--- src/design/bdc_pkg.sv ---
`timescale 1ns / 1ps
// ----------------------------------------------------------------------------
// bdc_pkg
// Shared types, constants and rounding tables of the baud divisor calculator.
// ----------------------------------------------------------------------------
package bdc_pkg;

    // Widths of the request, the scaled rate and the datapath
    localparam int REQ_W  = 24;
    localparam int BAUD_W = 26;
    localparam int NUM_W  = 28;
    localparam int DEN_W  = 18;
    localparam int CAND_W = 18;
    localparam int ENC_W  = 18;
    localparam int EST_W  = 24;
    localparam int CFG_W  = 3;
    localparam int CIDX_W = 2;

    localparam int QUEUE_DEPTH_DEF = 2;

    // Configuration register indexes
    localparam logic [CIDX_W-1:0] CFG_CHIP_CLASS = 2'd0;
    localparam logic [CIDX_W-1:0] CFG_BITBANG    = 2'd1;
    localparam logic [CIDX_W-1:0] CFG_PORT_INDEX = 2'd2;

    // Chip classes
    localparam logic [1:0] CLASS_OLD = 2'd0;
    localparam logic [1:0] CLASS_STD = 2'd1;
    localparam logic [1:0] CLASS_HS  = 2'd2;

    // Status codes
    localparam logic [1:0] ST_OK      = 2'd0;
    localparam logic [1:0] ST_INVALID = 2'd1;
    localparam logic [1:0] ST_RANGE   = 2'd2;

    // Fixed divisor codes for the fastest rates
    localparam logic [1:0] QENC_FULL  = 2'd0;
    localparam logic [1:0] QENC_THIRD = 2'd1;
    localparam logic [1:0] QENC_HALF  = 2'd2;

    // Sixteen times the clock over the prescaler
    localparam logic [NUM_W-1:0] NUM_HS  = 28'd192000000;
    localparam logic [NUM_W-1:0] NUM_STD = 28'd48000000;
    localparam logic [NUM_W-1:0] NUM_OLD = 28'd24000000;

    // High-speed chips fall back to 48 MHz at or below this rate
    localparam logic [BAUD_W-1:0] HS_LOW_MAX = 26'd732;

    localparam logic [EST_W-1:0] HS_RATE_FULL  = 24'd12000000;
    localparam logic [EST_W-1:0] HS_RATE_THIRD = 24'd8000000;
    localparam logic [EST_W-1:0] HS_RATE_HALF  = 24'd6000000;
    localparam logic [EST_W-1:0] STD_RATE_FULL  = 24'd3000000;
    localparam logic [EST_W-1:0] STD_RATE_THIRD = 24'd2000000;
    localparam logic [EST_W-1:0] STD_RATE_HALF  = 24'd1500000;

    localparam logic [NUM_W-1:0]  BEST_LIMIT = 28'h20000;
    localparam logic [CAND_W-1:0] BEST_CLAMP = 18'h1FFFF;
    localparam logic [BAUD_W-1:0] OLD_T_MIN    = 26'd8;
    localparam logic [BAUD_W-1:0] OLD_BASE_MIN = 26'd16;
    localparam logic [BAUD_W-1:0] OLD_T_MAX    = 26'h1FFF8;

    localparam logic [ENC_W-1:0] ENC_HS_FLAG  = 18'h20000;
    localparam logic [ENC_W-1:0] ENC_OLD_ONE  = 18'h00001;
    localparam logic [ENC_W-1:0] ENC_OLD_4001 = 18'h04001;

    // One accepted request, classified
    typedef struct packed {
        logic [BAUD_W-1:0] baud;
        logic              zero;
        logic              hs_fmt;
        logic              hs_hi;
        logic              old;
        logic              quick;
        logic [1:0]        quick_enc;
        logic [EST_W-1:0]  quick_est;
        logic [2:0]        port;
    } t_item;

    // Request plus its first divisor candidate
    typedef struct packed {
        t_item             item;
        logic [CAND_W-1:0] cand0;
    } t_mid;

    // Fraction code of the low three divisor bits
    function automatic logic [2:0] frac_map(input logic [2:0] i_sel);
        logic [2:0] v;
        case (i_sel)
            3'd0: v = 3'd0;
            3'd1: v = 3'd3;
            3'd2: v = 3'd2;
            3'd3: v = 3'd4;
            3'd4: v = 3'd1;
            3'd5: v = 3'd5;
            3'd6: v = 3'd6;
            default: v = 3'd7;
        endcase
        return v;
    endfunction

    function automatic logic [2:0] old_round_up(input logic [2:0] i_sel);
        logic [2:0] v;
        case (i_sel)
            3'd3: v = 3'd1;
            3'd5: v = 3'd3;
            3'd6: v = 3'd2;
            3'd7: v = 3'd1;
            default: v = 3'd0;
        endcase
        return v;
    endfunction

    function automatic logic [2:0] old_round_dn(input logic [2:0] i_sel);
        logic [2:0] v;
        case (i_sel)
            3'd3: v = 3'd1;
            3'd5: v = 3'd1;
            3'd6: v = 3'd2;
            3'd7: v = 3'd3;
            default: v = 3'd0;
        endcase
        return v;
    endfunction

    // Divisor to encoded form: whole part low, fraction code at bit 14
    function automatic logic [ENC_W-1:0] enc_of(input logic [CAND_W-1:0] i_best);
        return {3'b000, i_best[CAND_W-1:3]} | {1'b0, frac_map(i_best[2:0]), 14'd0};
    endfunction

endpackage

--- src/design/bdc_queue.sv ---
`timescale 1ns / 1ps
// ----------------------------------------------------------------------------
// bdc_queue
// Short queue of classified requests between the front and the back end.
// ----------------------------------------------------------------------------
module bdc_queue
    import bdc_pkg::*;
#(
    parameter int DEPTH = QUEUE_DEPTH_DEF
) (
    input  logic  i_clk,
    input  logic  i_rst_n,
    input  logic  i_push,
    input  t_item i_item,
    input  logic  i_pop,
    output logic  o_valid,
    output logic  o_full,
    output t_item o_item
);

    localparam int AW = (DEPTH > 1) ? $clog2(DEPTH) : 1;
    localparam int CW = $clog2(DEPTH + 1);

    t_item          r_mem [0:DEPTH-1];
    logic [AW-1:0]  r_wr;
    logic [AW-1:0]  r_rd;
    logic [CW-1:0]  r_cnt;
    logic [CW-1:0]  n_cnt;

    assign o_valid = (r_cnt != '0);
    assign o_full  = (r_cnt == CW'(DEPTH));
    assign o_item  = r_mem[r_rd];

    // Store the pushed word
    always_ff @(posedge i_clk) begin
        if (i_push) begin
            r_mem[r_wr] <= i_item;
        end
    end

    always_comb begin
        case ({i_push, i_pop})
            2'b10:   n_cnt = r_cnt + CW'(1);
            2'b01:   n_cnt = r_cnt - CW'(1);
            default: n_cnt = r_cnt;
        endcase
    end

    // Advance the pointers and the fill count
    always_ff @(posedge i_clk) begin
        if (!i_rst_n) begin
            r_wr  <= '0;
            r_rd  <= '0;
            r_cnt <= '0;
        end else begin
            if (i_push) begin
                r_wr <= (r_wr == AW'(DEPTH - 1)) ? '0 : r_wr + AW'(1);
            end
            if (i_pop) begin
                r_rd <= (r_rd == AW'(DEPTH - 1)) ? '0 : r_rd + AW'(1);
            end
            r_cnt <= n_cnt;
        end
    end

endmodule

--- config.mk ---
export PLATFORM = sky130hd
export DESIGN_NAME = bdc_queue
export DESIGN_NICKNAME = d
export VERILOG_FILES = /design/src/design/bdc_pkg.sv /design/src/design/bdc_queue.sv
export SDC_FILE = /design/constraint.sdc
export NUM_CORES = 1
export LEC_CHECK = 0
export ABC_AREA = 1
export BUFFER_PORTS_ARGS = -buffer_cell sky130_fd_sc_hd__buf_4
export CAP_MARGIN = 5
export CELL_PAD_IN_SITES_DETAIL_PLACEMENT = 1
export CELL_PAD_IN_SITES_GLOBAL_PLACEMENT = 2
export CORE_MARGIN = 3
export CORE_UTILIZATION = 38
export CTS_CLUSTER_SIZE = 12
export DETAILED_ROUTE_END_ITERATION = 16
export HOLD_SLACK_MARGIN = 0.08
export PLACE_DENSITY = 0.79
export SYNTH_ARGS = -nofsm -noshare
export SYNTH_HDL_FRONTEND = slang
export SYNTH_SLANG_ARGS = --single-unit
--- constraint.sdc ---
create_clock -name i_clk -period 4.4 [get_ports i_clk]
set_input_delay 0.44 -clock i_clk [delete_from_list [all_inputs] [get_ports i_clk]]
set_output_delay 0.44 -clock i_clk [all_outputs]
set_load 0.02 [all_outputs]
==> results.py, run 1 <==
metrics = {
    "global_routing": {
        "antenna_found_initial": 0,
        "grt_pass1_vias": 2686,
        "grt_max_degree": 61,
        "grtUsageTotal": 0.1376,
        "gr-total-overflow": 0,
        "grt_first_pass_wirelength_um": 14420,
    },
    "layout": {
        "multiInputGateArea_sq_um": 1012,
        "diodes": 0,
        "seqCellArea_sq_um": 3707,
        "nNetsFinal": 426,
        "fin_area_sq_um": 6502,
        "mostFrequentLayoutCell": "buf_4",
        "drive_above_1_share": 0.5925,
        "syn2layout_area_growth_pct": 33.74,
        "most-common-layout-cells": "buf_4, edfxtp_1, mux2_4",
        "fillers": 1151,
    },
    "synthesis": {
        "syn_nets": 287,
        "synth_top_area_share": 0.7411,
        "synth_seq_cells": 125,
        "synth_cell_types": 12,
        "synth.yosys.seq_area_share": 0.7617,
        "avgSynthCellArea_sq_um": 21.90,
        "synth_area_sq_um": 4862,
        "ys.warnings.count": 0,
        "synth_top_cell_by_area": "edfxtp_1",
        "synthCells": 222,
        "synth.area.top_cells": "edfxtp_1, mux2_4, buf_12, dfxtp_1, nor2_1",
    },
    "clock_tree": {
        "numCtsBuffers": 17,
        "cts-resized-gates": 0,
        "clk_pin_slew_worst_paths_ns": 0.06,
        "cts_buffer_depth": 2,
        "clock-sinks": 125,
        "htreeDepth": 4,
        "hold_buffers": 0,
        "clk_latency_ns": 0.40,
        "post_cts_buffers": 0,
        "cts_tree": "done",
        "root_buffer": "clkbuf_16",
    },
    "setup_path": {
        "rr_worst_depth": 2,
        "max_stage_delay_ns": 1.03,
        "end_kind": "output pin",
        "cpMaxStageDelayCell": "dfxtp_4",
        "worstSetupPathType": "reg2out",
        "critPathLaunchType": "flop",
        "required_ns": 3.96,
        "crit_chain": "mux2_4 > buf_4",
        "critical_path_peak_fanout": 60,
        "crit_arrival_ns": 2.08,
        "rrSetupSlack_ns": 2.40,
    },
    "timing": {
        "hold_violations": 0,
        "rsz0062_at_grt": "false",
        "finalSetupTns_ns": 0,
        "timing.fmax_ghz": 0.3967,
        "hold_slack_ns": 0.2194,
        "period_needed_ns": 2.521,
        "setup-violations-final": 0,
        "slew_headroom": 0.2316,
        "clock_skew_ns": 0.006888,
        "final.period_utilization": 0.5729,
        "slew_viol_final": 0,
        "worst_pin_slew_ns": 1.153,
    },
    "floorplanning": {
        "die_w_um": 119.1,
        "dieArea_sq_um": 14190,
        "start_util": 0.3965,
        "dieHeight_um": 119.1,
        "ioPinCount": 126,
        "coreArea_sq_um": 12260,
        "fp-row-count": 40,
    },
    "worst_hold_path": {
        "min_path_type": "in2reg",
        "holdPathStages": 1,
    },
    "pwr": {
        "intPower_w": 0.002450,
        "switchingPower_w": 0.0007013,
        "clkPwrFrac": 0.441,
        "power_density_nw_per_um2": 484.7,
        "pwr-share-seq": 0.450,
        "vdd_ir_drop_max_mv": 0.2088,
        "p_sw_frac": 0.2225,
        "power_frac_comb": 0.109,
        "leakage_nw": 2.606,
    },
    "route": {
        "drtPass1Iterations": 4,
        "drc_errors": 0,
        "routed_wl_um": 9442,
        "initialDrtViolationCount": 131,
        "vias_per_cell": 4.475,
        "antenna_left": 0,
        "post_drt_wl_per_cell_um": 17.45,
        "vias": 2421,
    },
    "placement": {
        "dp_hpwl_um": 6142,
        "gp_congestion": 0.6769,
        "placed_cell_area_sq_um": 5906,
        "portBuffers": 125,
    },
    "run_status": {
        "outcome": "finished, final reports clean",
    },
    "flow_run": {
        "drv_cap": 0,
    },
}
cell usage after synthesis, drive strengths merged:
master  count
nand4       1
dfxtp       5
nand2       9
ha          1
inv         6
a21oi       1
edfxtp    120
buf         7
o21ai       1
nor2       11
mux2       60
metal layers:
metal | GRT usage | part of all wire | vias up
li1 | - | - | 1135
met5 | 0 | 0 | -
met4 | 0.05214 | 0.013 | 0
met3 | 0.05698 | 0.073 | 12
met2 | 0.2264 | 0.50 | 92
met1 | 0.1607 | 0.42 | 1182
stage by stage:
| step | power (W) | setup WS (ns) | utilization | std cells |
|---|---|---|---|---|
| after global routing | 0.003276 | 1.784 | 0.5303 | 541 |
| after CTS | 0.003200 | 1.848 | 0.5303 | 541 |
| after global placement | 0.001782 | 2.126 | 0.4816 | 510 |
| final | 0.003151 | 1.879 | 0.5303 | 541 |
| after floorplan | 0.001645 | 0.9047 | - | 222 |
| after detailed placement | 0.001792 | 2.132 | 0.4816 | 510 |
layout make-up:
type | count | share of cell area
sequential | 125 | 0.5701
multi-input combinational | 84 | 0.1557
inverter | 6 | 0.003464
tap | 168 | 0.03233
clock buffer | 17 | 0.06542
clock inverter | 14 | 0.02636
timing repair buffer | 127 | 0.1466
critical path: cells and delay by family (launching register included):
family | cells | cell delay [ns]
flip-flops | 1 | 1.03
multiplexers | 1 | 0.37
buffers and inverters | 1 | 0.16
registers in the layout, summed over array words and instances (netlist names), named ones only:
name,cells
r_mem,120
r_cnt,2
r_rd,1
r_wr,1
power groups by stage:
stage	clock network, W	logic [W]	registers [W]
global route	0.00148	0.000367	0.00143
floorplan	0	0.000229	0.00142
CTS	0.00143	0.000352	0.00142
detailed placement	0	0.000349	0.00144
finish	0.00139	0.000345	0.00142
global placement	0	0.000344	0.00144
logic make-up (layout without fill, tap and decap cells):
logic type,Yosys count,after routing,share of synthesized area
and+or+nand+nor,21,21,0.01673
adders and majority gates,1,1,0.002573
buffers and inverters,13,164,0.03165
DFF,125,125,0.7617
AOI/OAI and AO/OA,2,2,0.002057
muxes,60,60,0.1853
worst paths after layout:
path | startpoint | end
max | flop | o_item[26]
min | i_item[57] | r_mem[0][57]
max reg2reg | r_wr | r_mem[0][53]
min reg2reg | r_cnt[1] | r_cnt[1]
Note: power is estimated with default switching activity, not from simulation.
==> run 2: changes to the inputs <==
Settings changed: ABC_AREA 1 to 0, CORE_UTILIZATION 38 to 37.
Clock period 4.4 ns to 2.4 ns, I/O delays scaled along.
==> results.py, run 2 <==
metrics = {
    "clock_tree": {
        "post_cts_buffers": 0,
        "cts_tree": "done",
        "htreeDepth": 4,
        "numCtsBuffers": 17,
        "clk_pin_slew_worst_paths_ns": 0.05,
        "clk_latency_ns": 0.40,
        "cts_buffer_depth": 2,
        "root_buffer": "clkbuf_16",
        "clock-sinks": 125,
    },
    "worst_hold_path": {
        "worstHoldStart": "i_pop",
        "min_path_type": "in2reg",
        "holdPathStages": 3,
    },
    "layout": {
        "top_regs": "r_mem (120), r_cnt (2)",
        "top_register": "r_mem",
        "nNetsFinal": 476,
        "fin_cells": 567,
        "mostFrequentLayoutCell": "buf_4",
        "drive_above_1_share": 0.5094,
        "most-common-layout-cells": "buf_4, edfxtp_1, dlygate4sd3_1",
        "largest_register_ffs": 120,
        "diodes": 0,
        "syn2layout_area_growth_pct": 50.25,
        "post-route-util": 0.5814,
    },
    "route": {
        "initialDrtViolationCount": 145,
        "antenna_left": 0,
        "vias": 2592,
        "vias_per_cell": 4.571,
        "routed_wl_um": 9555,
        "drc_errors": 0,
        "drtPass1Iterations": 4,
        "post_drt_wl_per_cell_um": 16.85,
    },
    "synthesis": {
        "synthCells": 209,
        "synth_seq_cells": 125,
        "avgSynthCellArea_sq_um": 21.68,
        "yosysMostFrequentCell": "edfxtp_1",
        "synth_flop_cell": "edfxtp_1",
        "synth.area.top_cells": "edfxtp_1, mux2_2, dfxtp_1, buf_2, and2_1",
        "synth_area_sq_um": 4532,
        "synth.yosys.seq_area_share": 0.8172,
        "synth_top_cell_by_area": "edfxtp_1",
        "ys.warnings.count": 0,
        "synthArstFlopShare": 0,
        "synthTopCellsByCount": "edfxtp_1, mux2_2, buf_2, dfxtp_1, and2_1",
        "synth_cell_types": 18,
        "synth_top_area_share": 0.7951,
        "syn_nets": 274,
        "synth_edf_count": 120,
    },
    "timing": {
        "finalSetupTns_ns": 0,
        "clock_skew_ns": 0.006489,
        "hold_violations": 0,
        "final.period_utilization": 0.7779,
        "worst_pin_slew_ns": 0.5113,
        "slew_headroom": 0.6592,
        "setup-violations-final": 0,
        "period_needed_ns": 1.867,
        "slew_viol_final": 0,
        "timing.fmax_ghz": 0.5356,
        "rsz0062_at_grt": "false",
    },
    "pwr": {
        "vdd_ir_drop_max_mv": 0.4635,
        "power_frac_comb": 0.137,
        "leakage_nw": 2.577,
        "intPower_w": 0.004316,
        "power_density_nw_per_um2": 814.9,
        "p_sw_frac": 0.2222,
        "switchingPower_w": 0.001233,
        "clkPwrFrac": 0.403,
        "pwr-share-seq": 0.460,
    },
    "floorplanning": {
        "fp-row-count": 39,
        "dieArea_sq_um": 13610,
        "start_util": 0.3870,
        "ioPinCount": 126,
        "die_w_um": 116.7,
        "coreArea_sq_um": 11710,
        "dieHeight_um": 116.7,
    },
    "setup_path": {
        "rr_worst_depth": 2,
        "max_stage_delay_ns": 0.39,
        "required_ns": 2.16,
        "crit_arrival_ns": 1.63,
        "cpMaxStageDelayCell": "mux2_2",
        "rr_endpoint": "r_mem[1][13]",
        "worstSetupPathType": "reg2out",
        "crit_chain": "buf_12 > mux2_2 > buf_4",
        "critical_path_peak_fanout": 60,
        "end_kind": "output pin",
        "worst-path-buf-inv": 2,
        "critPathLaunchType": "flop",
        "rrSetupSlack_ns": 0.91,
        "r2r-start": "r_wr",
        "critical-path-top-delay-family": "buffers and inverters",
    },
    "placement": {
        "dpl.cell_count": 474,
        "portBuffers": 125,
        "gp_congestion": 0.6661,
        "dp_hpwl_um": 5586,
    },
    "global_routing": {
        "grtUsageTotal": 0.1490,
        "grt_pass1_vias": 2961,
        "grt_max_degree": 61,
        "grt_first_pass_wirelength_um": 14680,
        "antenna_found_initial": 0,
        "gr-total-overflow": 0,
    },
    "run_status": {
        "outcome": "finished, final reports clean",
    },
    "flow_run": {
        "drv_cap": 0,
    },
}
[run 2: what timing repair did]
action | 4_1_cts | 5_1_grt
hold buffers | 61 | 0
hold endpoints to repair | 124 | 0
gates resized for setup | 0 | 0
[run 2: power groups by stage]
stage / Sequential (W) / Clock, W / Combinational, W
2_1_floorplan: 0.00259 / 0 / 0.000371
3_5_place_dp: 0.00259 / 0 / 0.000691
6_report: 0.00255 / 0.00224 / 0.000763
3_3_place_gp: 0.00259 / 0 / 0.000680
4_1_cts: 0.00255 / 0.00229 / 0.000774
5_1_grt: 0.00256 / 0.00240 / 0.000815
[run 2: cells by family (layout without fill, tap and decap cells)]
logic type                 Yosys count  after routing  share of synthesized area
AOI/OAI and AO/OA                    3              3                   0.004418
buffers and inverters                8            223                   0.008281
adders and majority gates            1              1                   0.002760
xor gates and xnor gates             3              3                   0.005799
DFF                                125            125                     0.8172
muxes                               60             60                     0.1491
and+or+nand+nor                      9              9                    0.01243
[run 2: area by class of cell]
cell class,count,area (sq um)
repair buffers,190,1604
clock inverters,10,73.82
fillers,1069,4902
flip-flops and latches,125,3705
clock buffers,22,444.2
inverters,1,3.754
multi-input cells,76,799.5
well taps,143,178.9
[run 2: worst reg2reg max path, cell delays in order (launching register included)]
cell     delay [ns]
dfxtp_1        0.39
and2_2         0.42
buf_12         0.33
[run 2: stage by stage]
step | worst slack, ns | power (W) | hold WS (ns) | cell area, sq um
after global placement | 0.9381 | 0.003268 | 0.4254 | 5680
after detailed placement | 0.9016 | 0.003286 | 0.4275 | 5680
after floorplan | 0.07656 | 0.002959 | 0.3389 | 4534
after global routing | 0.4646 | 0.005775 | 0.1789 | 6809
after CTS | 0.4909 | 0.005621 | 0.1577 | 6809
final | 0.5330 | 0.005549 | 0.1767 | 6809
[run 2: worst max path at each step]
| stage | from | end | slack, ns | cells after the start |
|---|---|---|---|---|
| after floorplan | r_wr | r_mem[0][0] | 0.08 | 1 |
| after global routing | flop | o_item[45] | 0.46 | 3 |
| after global placement | r_wr | r_mem[1][13] | 0.94 | 2 |
| after CTS | flop | o_item[45] | 0.49 | 3 |
| after detailed placement | r_wr | r_mem[1][16] | 0.90 | 2 |
| final | flop | o_item[44] | 0.53 | 3 |
[run 2: routing by layer]
layer  share of wire  track usage
met1            0.38       0.1479
met2            0.55       0.2754
met4           0.010      0.05505
met3           0.065      0.06373
met5               0            0
==> run 3: changes to the inputs <==
Settings changed: ABC_AREA 0 to 1, CORE_UTILIZATION 37 to 38.
Clock period 2.4 ns to 1.83 ns, I/O delays scaled along.
==> results.py, run 3 (same netlist as run 1, synthesis figures left out) <==
metrics = {
    "timing": {
        "worst_pin_slew_ns": 0.3488,
        "rsz0062_at_grt": "true",
        "timing.fmax_ghz": 0.5610,
        "clock_skew_ns": 0.01426,
        "slew_headroom": 0.7675,
        "slew_viol_final": 0,
        "setup-violations-final": 0,
        "final.period_utilization": 0.9741,
        "hold_slack_ns": 0.5065,
        "hold_violations": 0,
        "period_needed_ns": 1.783,
    },
    "pwr": {
        "switchingPower_w": 0.001640,
        "power_frac_comb": 0.132,
        "vdd_ir_drop_max_mv": 0.6746,
        "leakage_nw": 2.896,
        "p_sw_frac": 0.2117,
        "power_density_nw_per_um2": 1075,
        "intPower_w": 0.006105,
        "pwr-share-seq": 0.433,
        "clkPwrFrac": 0.435,
    },
    "clock_tree": {
        "clk_pin_slew_worst_paths_ns": 0.05,
        "clock-sinks": 125,
        "clk_latency_ns": 0.41,
        "numCtsBuffers": 17,
        "cts_tree": "done",
        "post_cts_buffers": 0,
        "root_buffer": "clkbuf_16",
        "cts_buffer_depth": 2,
        "htreeDepth": 4,
    },
    "floorplanning": {
        "coreArea_sq_um": 12260,
        "dieArea_sq_um": 14190,
        "start_util": 0.3965,
        "die_w_um": 119.1,
        "ioPinCount": 126,
        "dieHeight_um": 119.1,
        "fp-row-count": 40,
    },
    "global_routing": {
        "grt_first_pass_wirelength_um": 16650,
        "grt_pass1_vias": 3094,
        "grt_max_degree": 47,
        "gr-total-overflow": 0,
        "grtUsageTotal": 0.1566,
        "antenna_found_initial": 0,
    },
    "route": {
        "drc_errors": 0,
        "vias_per_cell": 4.401,
        "vias": 2676,
        "antenna_left": 0,
        "drtPass1Iterations": 4,
        "routed_wl_um": 10770,
        "initialDrtViolationCount": 86,
        "post_drt_wl_per_cell_um": 17.71,
    },
    "setup_path": {
        "end_kind": "output pin",
        "crit_arrival_ns": 1.60,
        "critPathLaunchType": "flop",
        "required_ns": 1.65,
        "critical_path_peak_fanout": 43,
        "r2r-start": "r_wr",
        "worstSetupPathType": "reg2out",
    },
    "layout": {
        "top_register": "r_mem",
        "fillers": 1131,
        "largest_register_ffs": 120,
        "most-common-layout-cells": "buf_4, edfxtp_1, dlygate4sd3_1",
        "top_regs": "r_mem (120), r_cnt (2)",
        "fin_cells": 608,
        "diodes": 0,
        "multiInputGateArea_sq_um": 1012,
        "seqCellArea_sq_um": 3707,
        "fin_area_sq_um": 7203,
        "drive_above_1_share": 0.4955,
        "nNetsFinal": 494,
        "mostFrequentLayoutCell": "buf_4",
        "syn2layout_area_growth_pct": 48.15,
        "post-route-util": 0.5874,
    },
    "placement": {
        "portBuffers": 125,
        "gp_congestion": 0.6798,
        "dpl.cell_count": 514,
        "placed_cell_area_sq_um": 5977,
        "dp_hpwl_um": 6300,
    },
    "flow_run": {
        "drv_cap": 0,
    },
    "worst_hold_path": {
        "worstHoldStart": "i_item[15]",
        "min_path_type": "in2reg",
    },
    "run_status": {
        "outcome": "finished, final reports clean",
    },
}
-- run 3: cell count changes in the layout (fill, tap and decap cells not counted), sizes merged, moves of 4 or more --
cell	before	now
nand2	0	9
and2	4	0
nor2	1	11
inv	1	5
-- run 3: final cells by class --
class | instances | area share
sequential | 125 | 0.5147
timing repair buffer | 195 | 0.2307
multi-input combinational | 84 | 0.1405
clock buffer | 21 | 0.06114
tap | 168 | 0.02918
clock inverter | 9 | 0.02015
inverter | 6 | 0.003648
-- run 3: path summary, 6_finish.rpt --
| path | to | slack, ns | cells past startpoint |
|---|---|---|---|
| worst max-delay path | o_item[48] | 0.05 | 3 |
| worst min-delay path | r_mem[1][15] | 0.51 | 2 |
| worst max register to register | r_mem[1][33] | 0.42 | 3 |
| worst min register to register | r_cnt[1] | 0.52 | 2 |
-- run 3: power groups by stage --
| stage | clock network [W] | registers (W) | logic (W) |
|---|---|---|---|
| after floorplan | 0 | 0.00340 | 0.000552 |
| after global placement | 0 | 0.00340 | 0.000895 |
| after detailed placement | 0 | 0.00341 | 0.000911 |
| after CTS | 0.00343 | 0.00336 | 0.00103 |
| after global routing | 0.00357 | 0.00337 | 0.00109 |
| final | 0.00337 | 0.00336 | 0.00102 |
-- run 3: repair_timing --
| action | 4_1_cts | 5_1_grt |
|---|---|---|
| resized for setup | 0 | 0 |
| endpoints found under the setup margin | 0 | 3 |
| endpoints found under the hold margin | 125 | 0 |
| hold buffers | 64 | 0 |
-- run 3: per-stage QoR --
| stage | setup TNS, ns | setup WS, ns | power (W) |
|---|---|---|---|
| 6_report | 0 | 0.04746 | 0.007745 |
| 5_1_grt | -0.007397 | -0.004813 | 0.008030 |
| 4_1_cts | 0 | 0.03082 | 0.007816 |
| 3_5_place_dp | 0 | 0.3881 | 0.004324 |
| 3_3_place_gp | 0 | 0.4569 | 0.004296 |
| 2_1_floorplan | 0 | 0.1307 | 0.003953 |
-- run 3: per-layer routing --
| metal | wire length (um) | track usage | share of wire | vias to the layer above |
|---|---|---|---|---|
| li1 | - | - | - | 1267 |
| met4 | 44 | 0.04127 | 0.0041 | 0 |
| met2 | 6029 | 0.2889 | 0.56 | 82 |
| met5 | 0 | 0 | 0 | - |
| met1 | 4108 | 0.1676 | 0.38 | 1323 |
| met3 | 584 | 0.05793 | 0.054 | 4 |
-- run 3: worst max-delay path, stage by stage, from the launching register on --
cell     delay, ns
dfxtp_4       0.35
buf_12        0.30
mux2_4        0.34
buf_4         0.16
