<file path="config.mk">
export PLATFORM = sky130hd
export DESIGN_NAME = bdc_front
export DESIGN_NICKNAME = d
export VERILOG_FILES = /design/src/design/bdc_pkg.sv /design/src/design/bdc_front.sv
export SDC_FILE = /design/constraint.sdc
export NUM_CORES = 1
export LEC_CHECK = 0
export BUFFER_PORTS_ARGS = -buffer_cell sky130_fd_sc_hd__clkbuf_2
export CAP_MARGIN = 20
export CELL_PAD_IN_SITES_DETAIL_PLACEMENT = 1
export CELL_PAD_IN_SITES_GLOBAL_PLACEMENT = 2
export CORE_MARGIN = 2
export CORE_UTILIZATION = 25
export CTS_BUF_LIST = sky130_fd_sc_hd__clkbuf_4
export CTS_CLUSTER_DIAMETER = 150
export DETAILED_ROUTE_END_ITERATION = 8
export MAX_ROUTING_LAYER = met4
export PLACE_DENSITY_LB_ADDON = 0.08
export SLEW_MARGIN = 20
export SYNTH_ARGS = -nofsm -noshare
export SYNTH_HDL_FRONTEND = slang
export SYNTH_SLANG_ARGS = --single-unit
</file>
<file path="constraint.sdc">
create_clock -name i_clk -period 4.8 [get_ports i_clk]
set_input_delay 0.24 -clock i_clk [delete_from_list [all_inputs] [get_ports i_clk]]
set_output_delay 0.24 -clock i_clk [all_outputs]
set_load 0.03 [all_outputs]
</file>
<file path="src/design/bdc_pkg.sv">
`timescale 1ns / 1ps
// ----------------------------------------------------------------------------
// bdc_pkg
// Shared types, constants and rounding tables of the baud divisor calculator.
// ----------------------------------------------------------------------------
package bdc_pkg;

    // Widths of the request, the scaled rate and the datapath
    localparam int REQ_W  = 24;
    localparam int BAUD_W = 26;
    localparam int NUM_W  = 28;
    localparam int DEN_W  = 18;
    localparam int CAND_W = 18;
    localparam int ENC_W  = 18;
    localparam int EST_W  = 24;
    localparam int CFG_W  = 3;
    localparam int CIDX_W = 2;

    localparam int QUEUE_DEPTH_DEF = 2;

    // Configuration register indexes
    localparam logic [CIDX_W-1:0] CFG_CHIP_CLASS = 2'd0;
    localparam logic [CIDX_W-1:0] CFG_BITBANG    = 2'd1;
    localparam logic [CIDX_W-1:0] CFG_PORT_INDEX = 2'd2;

    // Chip classes
    localparam logic [1:0] CLASS_OLD = 2'd0;
    localparam logic [1:0] CLASS_STD = 2'd1;
    localparam logic [1:0] CLASS_HS  = 2'd2;

    // Status codes
    localparam logic [1:0] ST_OK      = 2'd0;
    localparam logic [1:0] ST_INVALID = 2'd1;
    localparam logic [1:0] ST_RANGE   = 2'd2;

    // Fixed divisor codes for the fastest rates
    localparam logic [1:0] QENC_FULL  = 2'd0;
    localparam logic [1:0] QENC_THIRD = 2'd1;
    localparam logic [1:0] QENC_HALF  = 2'd2;

    // Sixteen times the clock over the prescaler
    localparam logic [NUM_W-1:0] NUM_HS  = 28'd192000000;
    localparam logic [NUM_W-1:0] NUM_STD = 28'd48000000;
    localparam logic [NUM_W-1:0] NUM_OLD = 28'd24000000;

    // High-speed chips fall back to 48 MHz at or below this rate
    localparam logic [BAUD_W-1:0] HS_LOW_MAX = 26'd732;

    localparam logic [EST_W-1:0] HS_RATE_FULL  = 24'd12000000;
    localparam logic [EST_W-1:0] HS_RATE_THIRD = 24'd8000000;
    localparam logic [EST_W-1:0] HS_RATE_HALF  = 24'd6000000;
    localparam logic [EST_W-1:0] STD_RATE_FULL  = 24'd3000000;
    localparam logic [EST_W-1:0] STD_RATE_THIRD = 24'd2000000;
    localparam logic [EST_W-1:0] STD_RATE_HALF  = 24'd1500000;

    localparam logic [NUM_W-1:0]  BEST_LIMIT = 28'h20000;
    localparam logic [CAND_W-1:0] BEST_CLAMP = 18'h1FFFF;
    localparam logic [BAUD_W-1:0] OLD_T_MIN    = 26'd8;
    localparam logic [BAUD_W-1:0] OLD_BASE_MIN = 26'd16;
    localparam logic [BAUD_W-1:0] OLD_T_MAX    = 26'h1FFF8;

    localparam logic [ENC_W-1:0] ENC_HS_FLAG  = 18'h20000;
    localparam logic [ENC_W-1:0] ENC_OLD_ONE  = 18'h00001;
    localparam logic [ENC_W-1:0] ENC_OLD_4001 = 18'h04001;

    // One accepted request, classified
    typedef struct packed {
        logic [BAUD_W-1:0] baud;
        logic              zero;
        logic              hs_fmt;
        logic              hs_hi;
        logic              old;
        logic              quick;
        logic [1:0]        quick_enc;
        logic [EST_W-1:0]  quick_est;
        logic [2:0]        port;
    } t_item;

    // Request plus its first divisor candidate
    typedef struct packed {
        t_item             item;
        logic [CAND_W-1:0] cand0;
    } t_mid;

    // Fraction code of the low three divisor bits
    function automatic logic [2:0] frac_map(input logic [2:0] i_sel);
        logic [2:0] v;
        case (i_sel)
            3'd0: v = 3'd0;
            3'd1: v = 3'd3;
            3'd2: v = 3'd2;
            3'd3: v = 3'd4;
            3'd4: v = 3'd1;
            3'd5: v = 3'd5;
            3'd6: v = 3'd6;
            default: v = 3'd7;
        endcase
        return v;
    endfunction

    function automatic logic [2:0] old_round_up(input logic [2:0] i_sel);
        logic [2:0] v;
        case (i_sel)
            3'd3: v = 3'd1;
            3'd5: v = 3'd3;
            3'd6: v = 3'd2;
            3'd7: v = 3'd1;
            default: v = 3'd0;
        endcase
        return v;
    endfunction

    function automatic logic [2:0] old_round_dn(input logic [2:0] i_sel);
        logic [2:0] v;
        case (i_sel)
            3'd3: v = 3'd1;
            3'd5: v = 3'd1;
            3'd6: v = 3'd2;
            3'd7: v = 3'd3;
            default: v = 3'd0;
        endcase
        return v;
    endfunction

    // Divisor to encoded form: whole part low, fraction code at bit 14
    function automatic logic [ENC_W-1:0] enc_of(input logic [CAND_W-1:0] i_best);
        return {3'b000, i_best[CAND_W-1:3]} | {1'b0, frac_map(i_best[2:0]), 14'd0};
    endfunction

endpackage

</file>
<file path="src/design/bdc_front.sv">
`timescale 1ns / 1ps
// ----------------------------------------------------------------------------
// bdc_front
// Configuration registers; accepts requests, scales and classifies them.
// ----------------------------------------------------------------------------
module bdc_front
    import bdc_pkg::*;
(
    input  logic              i_clk,
    input  logic              i_rst_n,
    input  logic              i_cfg_we,
    input  logic [CIDX_W-1:0] i_cfg_idx,
    input  logic [CFG_W-1:0]  i_cfg_data,
    input  logic              i_start,
    input  logic [REQ_W-1:0]  i_baud_request,
    input  logic              i_full,
    output logic              o_push,
    output t_item             o_item
);

    logic [1:0] r_chip_class;
    logic       r_bitbang_on;
    logic [2:0] r_port_index;

    logic [BAUD_W-1:0] w_baud;
    logic              w_hs;
    logic              w_std;
    logic              w_old;
    logic              w_hs_hi;
    logic              w_quick;
    logic [1:0]        w_qenc;
    logic [EST_W-1:0]  w_qest;

    // Write configuration registers
    always_ff @(posedge i_clk) begin
        if (!i_rst_n) begin
            r_chip_class <= CLASS_STD;
            r_bitbang_on <= 1'b0;
            r_port_index <= 3'd1;
        end else if (i_cfg_we) begin
            unique case (i_cfg_idx)
                CFG_CHIP_CLASS: r_chip_class <= i_cfg_data[1:0];
                CFG_BITBANG:    r_bitbang_on <= i_cfg_data[0];
                CFG_PORT_INDEX: r_port_index <= i_cfg_data[2:0];
                default: ;
            endcase
        end
    end

    // Scale for bitbang and pick the clock path
    assign w_baud  = r_bitbang_on ? {i_baud_request, 2'b00} : {2'b00, i_baud_request};
    assign w_hs    = (r_chip_class == CLASS_HS);
    assign w_std   = (r_chip_class == CLASS_STD);
    assign w_old   = !w_hs && !w_std;
    assign w_hs_hi = w_hs && (w_baud > HS_LOW_MAX);

    // Catch the three fastest rates of high-speed and standard chips, which need no division
    always_comb begin
        w_quick = 1'b0;
        w_qenc  = QENC_FULL;
        w_qest  = '0;
        if (w_hs_hi) begin
            if (w_baud >= {2'b00, HS_RATE_FULL}) begin
                w_quick = 1'b1;
                w_qenc  = QENC_FULL;
                w_qest  = HS_RATE_FULL;
            end else if (w_baud >= {2'b00, HS_RATE_THIRD}) begin
                w_quick = 1'b1;
                w_qenc  = QENC_THIRD;
                w_qest  = HS_RATE_THIRD;
            end else if (w_baud >= {2'b00, HS_RATE_HALF}) begin
                w_quick = 1'b1;
                w_qenc  = QENC_HALF;
                w_qest  = HS_RATE_HALF;
            end
        end else if (!w_old) begin
            if (w_baud >= {2'b00, STD_RATE_FULL}) begin
                w_quick = 1'b1;
                w_qenc  = QENC_FULL;
                w_qest  = STD_RATE_FULL;
            end else if (w_baud >= {2'b00, STD_RATE_THIRD}) begin
                w_quick = 1'b1;
                w_qenc  = QENC_THIRD;
                w_qest  = STD_RATE_THIRD;
            end else if (w_baud >= {2'b00, STD_RATE_HALF}) begin
                w_quick = 1'b1;
                w_qenc  = QENC_HALF;
                w_qest  = STD_RATE_HALF;
            end
        end
    end

    assign o_push = i_start && !i_full;

    always_comb begin
        o_item.baud      = w_baud;
        o_item.zero      = (w_baud == '0);
        o_item.hs_fmt    = w_hs;
        o_item.hs_hi     = w_hs_hi;
        o_item.old       = w_old;
        o_item.quick     = w_quick;
        o_item.quick_enc = w_qenc;
        o_item.quick_est = w_qest;
        o_item.port      = r_port_index;
    end

endmodule

</file>
==> parameters.txt, run 1 <==
Parameter                              Value

Floorplanning
  Starting utilization of the core area ... 0.256
  Total I/O pin count ... 95
  Y dimension of the die ... about 87 um
  Area of the placeable core ... roughly 6800 um^2
  Die area ... 7600 um^2
  Floorplan row count ... 30
  X dimension of the die ... approximately 87 um

Finish
  Antenna Cells ... 0
  Final design utilization ... 0.311
  Final-layout fill cell count ... 901
  Area Growth Syn to Fin ... 21.6%
  Final net count ... 352
  Layout cells sized above 1 ... 0.375

Routing
  Drc violations ... 0
  First-pass iteration count of the detailed router ... 4
  Iteration-0 DRC Markers ... 109
  Vias per Instance ... 5.22
  Per-cell routed wire length ... 16.0 um
  DR vias ... 2062
  Drt total wl ... between 6000 and 7000 um
  DRT antenna net count ... 0

GRT
  Wire length of the first global-routing pass ... 10200 um
  Total congestion overflow ... 0
  Initial antenna violation count ... 0
  Maximum number of pins on one net before global-route repair ... 57
  Aggregate global-route resource usage ... 0.171
  Number of global-route vias before repair ... 2025

CTS
  Number of hold-repair buffers added at the cts stage ... 0
  Depth of the CTS H-tree ... 1
  CTS Buf Count ... 3
  Clock Latency Late Sink ... 0.23 ns
  Reg clk slew, reported paths ... 0.04 ns
  Post-CTS setup buffer count ... 0
  Post-cts resize count ... 0
  Clock tree from TritonCTS ... built
  Clock Tree Root ... sky130_fd_sc_hd__clkbuf_4
  # clock sinks ... 6
  Max clock buf depth ... 2

Logic synthesis
  Most used DFF post-synth ... sky130_fd_sc_hd__dfxtp_1
  Fraction of post-synthesis cell area in the top cell type by area ... 0.0912
  Post-synthesis sequential element count ... 6
  Fraction of registers with async set/reset ... 0
  Cell Area, Synth ... around 1700 um^2
  Most instantiated cells after synthesis ... sky130_fd_sc_hd__nand2_1, sky130_fd_sc_hd__buf_4, sky130_fd_sc_hd__nor2_1
  Number of enable-type register cells in the synthesized netlist ... 0
  Synth Instances ... 255
  Count of yosys warnings during synthesis ... 0
  Top cells by area, synth ... sky130_fd_sc_hd__mux2_2, sky130_fd_sc_hd__dfxtp_1, sky130_fd_sc_hd__buf_4, sky130_fd_sc_hd__nand2_1, sky130_fd_sc_hd__a21oi_1
  Number of different library cells in the post-synthesis netlist ... 63
  Post-synthesis average cell area ... just under 7 um^2
  Most area-hungry cell type in the Yosys netlist ... sky130_fd_sc_hd__mux2_2
  Most common cell in the synthesized netlist ... sky130_fd_sc_hd__nand2_1
  Seq/Total Area, Yosys ... 0.0695

STA
  Min Clock Period, post-route ... 3.54 ns
  Max Clk Rate ... 283 MHz
  Hold Vio Cnt, Final ... 0
  Max-slew headroom at the worst pin ... 0.366
  Setup slack after layout ... 1.26 ns
  RSZ-0062 raised after global routing ... false
  Final setup TNS ... 0 ns
  Share of the clock period used by the worst path ... 0.737
  Final Skew ... 0 ns
  Number of setup violations in the final report ... 0
  Worst Max-Slew Pin Slew ... approximately 0.95 ns
  Final count of pins violating max slew ... 0

Power and ir drop
  Internal power ... 148 uW
  PnR Total Power ... 320 uW
  Part of the power in registers ... 0.177
  Combinational share of power ... 0.686
  Switching share of total power ... 0.538
  Static leakage power ... 0.000991 uW
  Clock share of power ... 0.138
  Maximum VDD drop ... 0.0903 mV
  Switching pwr ... 172 uW
  Power Density ... 152 nW/um^2

Setup path
  WP data required ... 4.56 ns
  Critical path type ... flip-flop to primary output
  Crit path max-delay cell type ... sky130_fd_sc_hd__dfxtp_2
  Cell type group with the largest total delay on the critical path ... compound AO/OA/AOI/OAI gates
  Cell-by-cell trace of the critical path ... buf_4 > mux2i_1 > a2111o_1 > a221oi_1 > o2111a_1 > nor2_1 > o211ai_1 > clkbuf_2
  Worst-path maximum fanout ... 56
  Kind of start point of the critical path ... flip-flop
  Largest stage delay, worst path ... 0.94 ns
  Arrival time at the worst endpoint ... ~3.3 ns
  Buffers and inverters on the worst path ... 2
  Register-to-register setup slack ... 2.92 ns
  Crit. End Element ... primary output

Place
  DP HPWL ... 5080 um
  Global placer's final weighted congestion ... between 0.7 and 0.8
  Worst Setup Slack post-DPL ... 1.53 ns
  IO buf count ... 89

Min path
  Worst min path class ... input port to flip-flop

Outcome
  Result of the run ... finished, final reports clean

Run
  Count of max-cap constraint violations ... 0
-- routing by layer --
metal | track usage | part of all wire | vias up
li1 | - | - | 1049
met1 | 0.237 | 0.48 | 970
met2 | 0.286 | 0.49 | 41
met3 | 0.00758 | 0.032 | 2
met4 | 0.0168 | 0.0027 | 0
met5 | - | 0 | -
-- flip-flops by register name, summed over array words and instances, names as in the netlist --
register      count
r_bitbang_on      1
r_chip_class      2
r_port_index      3
-- layout make-up --
class | instances | area [um^2] | share of cell area
sequential | 6 | 121 | 0.0577
multi-input combinational | 202 | 1350 | 0.644
tap | 80 | 100 | 0.0476
timing repair buffer | 90 | 453 | 0.215
inverter | 14 | 52.6 | 0.0250
clock buffer | 3 | 22.5 | 0.0107
-- kinds of logic after synthesis --
family / after synthesis / share of synthesized area
adder cells (fa/ha/maj): 1 / 0.00723
flip-flops: 6 / 0.0695
AO/OA/AOI/OAI: 72 / 0.292
multiplexers: 22 / 0.140
AND/OR/NAND/NOR: 102 / 0.333
other: 1 / 0.00217
buffers and inverters: 51 / 0.156
-- final timing paths --
path,end,startpoint,depth (start not counted)
max,o_item[19],r_bitbang_on,8
min,r_port_index[0],i_rst_n,2
max reg2reg,r_bitbang_on,r_bitbang_on,5
min reg2reg,r_port_index[0],r_port_index[0],2
-- cell usage in the layout (no fill, tap or decap), types with 8 or more instances in the layout --
cell type / n
sky130_fd_sc_hd__clkbuf_2: 89
sky130_fd_sc_hd__o21ai_0: 13
sky130_fd_sc_hd__inv_1: 13
sky130_fd_sc_hd__nor2_1: 15
sky130_fd_sc_hd__a21oi_1: 14
sky130_fd_sc_hd__nand2_1: 26
sky130_fd_sc_hd__nand3_1: 9
sky130_fd_sc_hd__mux2_2: 14
sky130_fd_sc_hd__nor2b_1: 8
-- stage by stage --
step | area [um^2] | hold slack [ns] | std cells
floorplan | 1740 | 0.302 | 259
global placement | 2080 | 0.461 | 392
detailed placement | 2080 | 0.463 | 392
CTS | 2100 | 0.212 | 395
global route | 2100 | 0.229 | 395
finish | 2100 | 0.212 | 395
-- power by group through the flow --
stage,registers [uW],clock network [uW],logic (uW)
floorplan,55.3,0,168
global placement,57.4,0,222
detailed placement,57.4,0,222
CTS,56.6,47.3,223
global route,57.0,52.0,240
finish,56.6,44.1,220
Power figures use the tool's default switching activity.
==> run 2: changes to the inputs <==
--- a/config.mk
+++ b/config.mk
@@ -10,7 +10,7 @@
 export CELL_PAD_IN_SITES_DETAIL_PLACEMENT = 1
 export CELL_PAD_IN_SITES_GLOBAL_PLACEMENT = 2
 export CORE_MARGIN = 2
-export CORE_UTILIZATION = 25
+export CORE_UTILIZATION = 23
 export CTS_BUF_LIST = sky130_fd_sc_hd__clkbuf_4
 export CTS_CLUSTER_DIAMETER = 150
 export DETAILED_ROUTE_END_ITERATION = 8
==> constraint.sdc (replaced) <==
create_clock -name i_clk -period 3.5 [get_ports i_clk]
set_input_delay 0.175 -clock i_clk [delete_from_list [all_inputs] [get_ports i_clk]]
set_output_delay 0.175 -clock i_clk [all_outputs]
set_load 0.03 [all_outputs]
==> run 2 against run 1 <==
Routed wire length increased by 2.8%. Sequential cell count unchanged. Non-clock buffer count increased by 1. Via count increased by 1.7%. Setup slack got worse by 0.85 ns. Largest cell class unchanged.
==> parameters.txt, run 2 (synthesis gave the netlist of run 1 again) <==
Parameter                              Value

STA
  Final hold slack ... 0.150 ns (-0.0622 ns)
  Number of setup violations in the final report ... 0 (unchanged)
  Share of the clock period used by the worst path ... 0.883
  Final setup TNS ... 0 ns (unchanged)
  RSZ-0062 raised after global routing ... false
  Max Clk Rate ... 323 MHz
  Final Skew ... 0 ns (unchanged)
  Hold Vio Cnt, Final ... 0 (unchanged)
  Worst Max-Slew Pin Slew ... 0.510 ns (-0.440 ns)
  Max-slew headroom at the worst pin ... 0.657 (+0.290)
  Min Clock Period, post-route ... between 3 and 4 ns
  Final count of pins violating max slew ... 0 (unchanged)

Place
  IO buf count ... 89 (unchanged)
  DP HPWL ... 5280 um (+3.8%)
  Global placer's final weighted congestion ... 0.793 (+5.8%)

GRT
  Initial antenna violation count ... 0 (unchanged)
  Total congestion overflow ... 0 (unchanged)
  Wire length of the first global-routing pass ... 10800 um (+5.9%)
  Number of global-route vias before repair ... 2148 (+6.1%)
  Maximum number of pins on one net before global-route repair ... 43 (-25%)
  Aggregate global-route resource usage ... 0.162 (-0.00862)

CTS
  Clock tree from TritonCTS ... built
  CTS Buf Count ... 3 (unchanged)
  Depth of the CTS H-tree ... 1 (unchanged)
  Post-CTS setup buffer count ... 0 (unchanged)
  Reg clk slew, reported paths ... 0.04 ns (about the same)
  Post-cts resize count ... 0 (unchanged)
  Clock Latency Late Sink ... 0.24 ns (about the same)
  Max clock buf depth ... 2 (unchanged)
  Clock Tree Root ... sky130_fd_sc_hd__clkbuf_4
  # clock sinks ... 6 (unchanged)
  Number of hold-repair buffers added at the cts stage ... 0 (unchanged)

Finish
  Final net count ... 353 (+0.28%)
  Top Registers ... r_port_index x3, r_chip_class x2, r_bitbang_on x1
  Final design utilization ... 0.296 (-0.0153)
  Commonest non-fill, non-tap cells in the layout ... sky130_fd_sc_hd__clkbuf_2, sky130_fd_sc_hd__nand2_1, sky130_fd_sc_hd__nor2_1
  Flip-flop count of the largest register after layout ... 3 (unchanged)
  Register bank with the most flops ... r_port_index
  Antenna Cells ... 0 (unchanged)
  Most common library cell in the layout ignoring fill and taps ... sky130_fd_sc_hd__clkbuf_2
  Area Growth Syn to Fin ... 24.2%
  Layout cells sized above 1 ... 0.377 (+0.00198)

Min path
  Worst min path class ... input port to flip-flop

Routing
  Per-cell routed wire length ... 15.7 um (-2.1%)
  Drc violations ... 0 (unchanged)
  DRT antenna net count ... 0 (unchanged)
  Drt total wl ... 6520 um (+2.8%)
  First-pass iteration count of the detailed router ... 4 (unchanged)
  Iteration-0 DRC Markers ... 71 (-35%)
  DR vias ... 2098 (+1.7%)
  Vias per Instance ... 5.06 (-3.2%)

Setup path
  Kind of start point of the critical path ... flip-flop
  Register-to-register setup slack ... 2.27 ns (-0.65 ns)
  Critical path type ... flip-flop to primary output
  Worst-path maximum fanout ... 42 (-25%)
  Crit. End Element ... primary output
  Largest stage delay, worst path ... 0.62 ns (-0.32 ns)
  WP data required ... 3.32 ns (-1.24 ns)
  Arrival time at the worst endpoint ... 2.92 ns (-0.38 ns)
  Cell-by-cell trace of the critical path ... buf_12 > nor3b_1 > o21bai_1 > or4_4 > o21ai_4 > nand3_1 > o31ai_1 > clkbuf_2
  Crit path max-delay cell type ... sky130_fd_sc_hd__dfxtp_2

Power and ir drop
  Part of the power in registers ... 0.169 (-0.008)
  Power Density ... 207 nW/um^2 (+36%)
  Maximum VDD drop ... 0.138 mV (+53%)
  Static leakage power ... 0.00100 uW (+0.83%)
  Switching pwr ... 239 uW (+39%)
  PnR Total Power ... 444 uW (+39%)
  Internal power ... 204 uW (+38%)
  Clock share of power ... 0.140 (+0.002)
  Switching share of total power ... 0.539 (+0.00157)
  Combinational share of power ... 0.691 (+0.005)

Floorplanning
  Y dimension of the die ... 90.7 um (+4.1%)
  Total I/O pin count ... 95 (unchanged)
  Floorplan row count ... 31 (+3.3%)
  X dimension of the die ... 90.7 um (+4.1%)
  Starting utilization of the core area ... 0.238 (-0.0175)
  Die area ... 8230 um^2 (+8.3%)
  Area of the placeable core ... 7250 um^2 (+7.4%)

Outcome
  Result of the run ... finished, final reports clean

Run
  Count of max-cap constraint violations ... 0 (unchanged)
==> run 2: changes by cell type in the layout (fill, tap and decap cells not counted) <==
cell,delta
sky130_fd_sc_hd__buf_12,+1
==> run 2: through the flow <==
step | worst slack [ns] | cells | cell area [um^2]
6_report | 0.408 | 415 | 2150
5_1_grt | 0.116 | 415 | 2150
4_1_cts | 0.376 | 415 | 2150
3_5_place_dp | 0.645 | 412 | 2120
3_3_place_gp | 0.668 | 412 | 2120
2_1_floorplan | 0.401 | 259 | 1740
==> run 2: power groups by stage <==
stage	logic [uW]	clock network, uW	registers [uW]
after floorplan	230	0	75.9
after detailed placement	309	0	76.2
after global placement	311	0	76.1
after global routing	333	74.2	75.3
final	307	62.2	74.9
after CTS	310	67.6	75.0
==> run 2: final timing paths <==
check / from / endpoint / cells after the start
setup / recovery: r_bitbang_on / o_item[23] / 8
hold / removal: i_rst_n / r_port_index[0] / 2
setup reg to reg: r_bitbang_on / r_bitbang_on / 4
hold reg to reg: r_port_index[0] / r_port_index[0] / 2
==> run 2: critical path: cells and delay by family, from the launching register on <==
kind	cells	cell delay, ns
simple gates	3	0.85
compound gates	3	0.67
flops	1	0.62
buf+inv	2	0.53
==> run 2: cell type report <==
cell class,instances,area [um^2]
clock buffers,3,22.5
fillers,957,5110
inverters,14,52.6
multi-input cells,202,1350
flip-flops and latches,6,121
well taps,99,124
repair buffers,91,473
==> run 2: metal layers <==
layer,vias up,part of all wire,wire length (um),global-route usage
li1,1043,-,-,-
met4,0,0.0089,58,0.0410
met2,55,0.49,3190,0.271
met5,-,0,0,-
met1,996,0.47,3040,0.213
met3,4,0.035,229,0.00918
==> run 3: changes to the inputs <==
--- a/config.mk
+++ b/config.mk
@@ -7,10 +7,8 @@
 export LEC_CHECK = 0
 export BUFFER_PORTS_ARGS = -buffer_cell sky130_fd_sc_hd__clkbuf_2
 export CAP_MARGIN = 20
-export CELL_PAD_IN_SITES_DETAIL_PLACEMENT = 1
-export CELL_PAD_IN_SITES_GLOBAL_PLACEMENT = 2
 export CORE_MARGIN = 2
-export CORE_UTILIZATION = 23
+export CORE_UTILIZATION = 47
 export CTS_BUF_LIST = sky130_fd_sc_hd__clkbuf_4
 export CTS_CLUSTER_DIAMETER = 150
 export DETAILED_ROUTE_END_ITERATION = 8
==> run 3 against run 2 <==
Clock power increased by 1%. Cell area decreased by 3.2%. Combinational power decreased by 2%. Total power decreased by 1.6%. Setup slack improved by 0.12 ns. Routed wire length decreased by 25%.
==> parameters.txt, run 3 (synthesis gave the netlist of run 1 again) <==
Parameter                              Value

Outcome
  Result of the run ... finished, final reports clean

Power and ir drop
  Power Density ... 210 nW/um^2 (+1.7%)
  Static leakage power ... 0.00100 uW (+0.25%)
  Maximum VDD drop ... 0.167 mV (+21%)

Finish
  Final-layout fill cell count ... 399 (-58%)
  Commonest non-fill, non-tap cells in the layout ... sky130_fd_sc_hd__clkbuf_2, sky130_fd_sc_hd__nand2_1, sky130_fd_sc_hd__nor2_1
  Layout cells sized above 1 ... 0.379 (+0.00197)
  Final net count ... 354 (+0.28%)
  Multi-input gate area in the final layout ... 1350 um^2 (unchanged)
  Area Growth Syn to Fin ... 20.2%
  Sequential cell area ... 121 um^2 (unchanged)
  Most common library cell in the layout ignoring fill and taps ... sky130_fd_sc_hd__clkbuf_2
  Top Registers ... r_port_index x3, r_chip_class x2, r_bitbang_on x1
  Non-filler cells, final ... 365 (-12%)
  Register bank with the most flops ... r_port_index
  Antenna Cells ... 0 (unchanged)
  Flip-flop count of the largest register after layout ... 3 (unchanged)

Run
  Count of max-cap constraint violations ... 0 (unchanged)

GRT
  Aggregate global-route resource usage ... 0.235 (+0.0729)
  Wire length of the first global-routing pass ... 7980 um (-26%)
  Initial antenna violation count ... 0 (unchanged)
  Number of global-route vias before repair ... 1723 (-20%)
  Maximum number of pins on one net before global-route repair ... 29 (-33%)
  Total congestion overflow ... 0 (unchanged)

STA
  Setup slack after layout ... 0.531 ns (+0.123 ns)
  Number of setup violations in the final report ... 0 (unchanged)
  Min Clock Period, post-route ... 2.97 ns (-0.123 ns)
  Hold Vio Cnt, Final ... 0 (unchanged)
  Share of the clock period used by the worst path ... 0.848 (-0.0351)
  Max Clk Rate ... 337 MHz (+4.1%)
  Final count of pins violating max slew ... 0 (unchanged)
  Final setup TNS ... 0 ns (unchanged)
  RSZ-0062 raised after global routing ... false
  Final Skew ... 0 ns (unchanged)

Routing
  Met2 wire len ... 2300 um (-28%)
  DRT antenna net count ... 0 (unchanged)
  Vias per Instance ... 5.67 (+12%)
  DRT met1 WL ... 2270 um (-25%)
  Drt total wl ... 4920 um (-25%)
  Drc violations ... 0 (unchanged)
  Per-cell routed wire length ... 13.5 um (-14%)
  Highest metal layer with signal wires ... met3
  Iteration-0 DRC Markers ... 199 (+180%)
  DR vias ... 2069 (-1.4%)
  First-pass iteration count of the detailed router ... 4 (unchanged)
  Met3 wire len ... 352 um (+54%)

Min path
  Worst min path class ... input port to flip-flop
  Critical hold path startpoint ... i_rst_n
  Min-Delay Path Depth ... 2 (unchanged)
  Worst Hold Path EP ... r_port_index[0]

Floorplanning
  X dimension of the die ... 64.7 um (-29%)
  Y dimension of the die ... 64.7 um (-29%)
  Area of the placeable core ... 3610 um^2 (-50%)
  Die area ... 4180 um^2 (-49%)
  Total I/O pin count ... 95 (unchanged)
  Starting utilization of the core area ... 0.480 (+0.241)
  Floorplan row count ... 22 (-29%)

CTS
  Max clock buf depth ... 2 (unchanged)
  Post-cts resize count ... 0 (unchanged)
  Clock Tree Root ... sky130_fd_sc_hd__clkbuf_4
  Clock tree from TritonCTS ... built
  Number of hold-repair buffers added at the cts stage ... 0 (unchanged)
  Depth of the CTS H-tree ... 1 (unchanged)
  Reg clk slew, reported paths ... 0.04 ns (about the same)
  # clock sinks ... 6 (unchanged)
  Clock Latency Late Sink ... 0.24 ns (about the same)
  CTS Buf Count ... 3 (unchanged)
  Post-CTS setup buffer count ... 0 (unchanged)

Setup path
  WP depth ... 8 (unchanged)
  Reg-to-Reg End ... r_bitbang_on
  Worst-case reg-to-reg path depth ... 5 (+1)
  Buffers and inverters on the worst path ... 2 (unchanged)
  Kind of start point of the critical path ... flip-flop
  Critical path type ... flip-flop to primary output
  Arrival time at the worst endpoint ... 2.79 ns (-0.13 ns)
  Startpoint of the worst-slack reg-to-reg timing path ... r_bitbang_on
  Largest stage delay, worst path ... 0.52 ns (-0.10 ns)
  Crit. End Element ... primary output
  Cell type group with the largest total delay on the critical path ... simple AND/OR/NAND/NOR gates
  Cell-by-cell trace of the critical path ... buf_4 > nor3b_2 > o21bai_1 > or4_4 > o21ai_4 > nand3_1 > o31ai_1 > clkbuf_2
  Register-to-register setup slack ... 2.30 ns (+0.03 ns)
  WP data required ... 3.32 ns (about the same)
  Crit path max-delay cell type ... sky130_fd_sc_hd__or4_4
  Worst-path maximum fanout ... 17 (-60%)

Place
  Inst Count DP ... 362 (-12%)
  DP HPWL ... 3880 um (-26%)
  Worst Setup Slack post-DPL ... 0.786 ns (+0.141 ns)
  IO buf count ... 89 (unchanged)
  Global placer's final weighted congestion ... 0.916 (+16%)
-- run 3: worst max-delay path by stage --
| stage | startpoint | endpoint | slack (ns) |
|---|---|---|---|
| 6_report | r_bitbang_on | o_item[20] | 0.53 |
| 5_1_grt | r_bitbang_on | o_item[20] | 0.28 |
| 3_5_place_dp | r_bitbang_on | o_item[20] | 0.79 |
| 3_3_place_gp | r_bitbang_on | o_item[20] | 0.84 |
| 4_1_cts | r_bitbang_on | o_item[20] | 0.52 |
| 2_1_floorplan | r_bitbang_on | o_item[23] | 0.40 |
-- run 3: where the power goes --
group / total, uW / switching, uW / internal [uW]
clock: 63.1 / 24.4 / 38.8
combinational: 300 / 206 / 93.9
sequential: 73.4 / 2.22 / 71.2
total: 437 / 233 / 204
-- run 3: cell type report --
class | instances | share of cell area
multi-input combinational | 202 | 0.651
timing repair buffer | 92 | 0.225
clock buffer | 3 | 0.0108
inverter | 14 | 0.0253
tap | 48 | 0.0289
sequential | 6 | 0.0584
-- run 3: per-layer routing --
layer	up-vias	global-route usage
met5	-	-
met4	0	0.0186
met3	0	0.0139
met2	92	0.395
met1	934	0.326
li1	1043	-
-- run 3: per-stage QoR --
step | area (um^2) | total power (uW) | hold slack [ns] | util
2_1_floorplan | 1740 | 306 | 0.237 | -
3_3_place_gp | 2060 | 373 | 0.394 | 0.570
3_5_place_dp | 2060 | 373 | 0.402 | 0.570
4_1_cts | 2080 | 439 | 0.148 | 0.576
5_1_grt | 2080 | 469 | 0.164 | 0.576
6_report | 2080 | 437 | 0.158 | 0.576
-- run 3: worst reg2reg max path: cells and delay by family, from the launching register on --
kind                   cells  cell delay, ns
AND/OR/NAND/NOR            2            0.22
buffers and inverters      2            0.42
AO/OA/AOI/OAI              1            0.05
flip-flops                 1            0.44
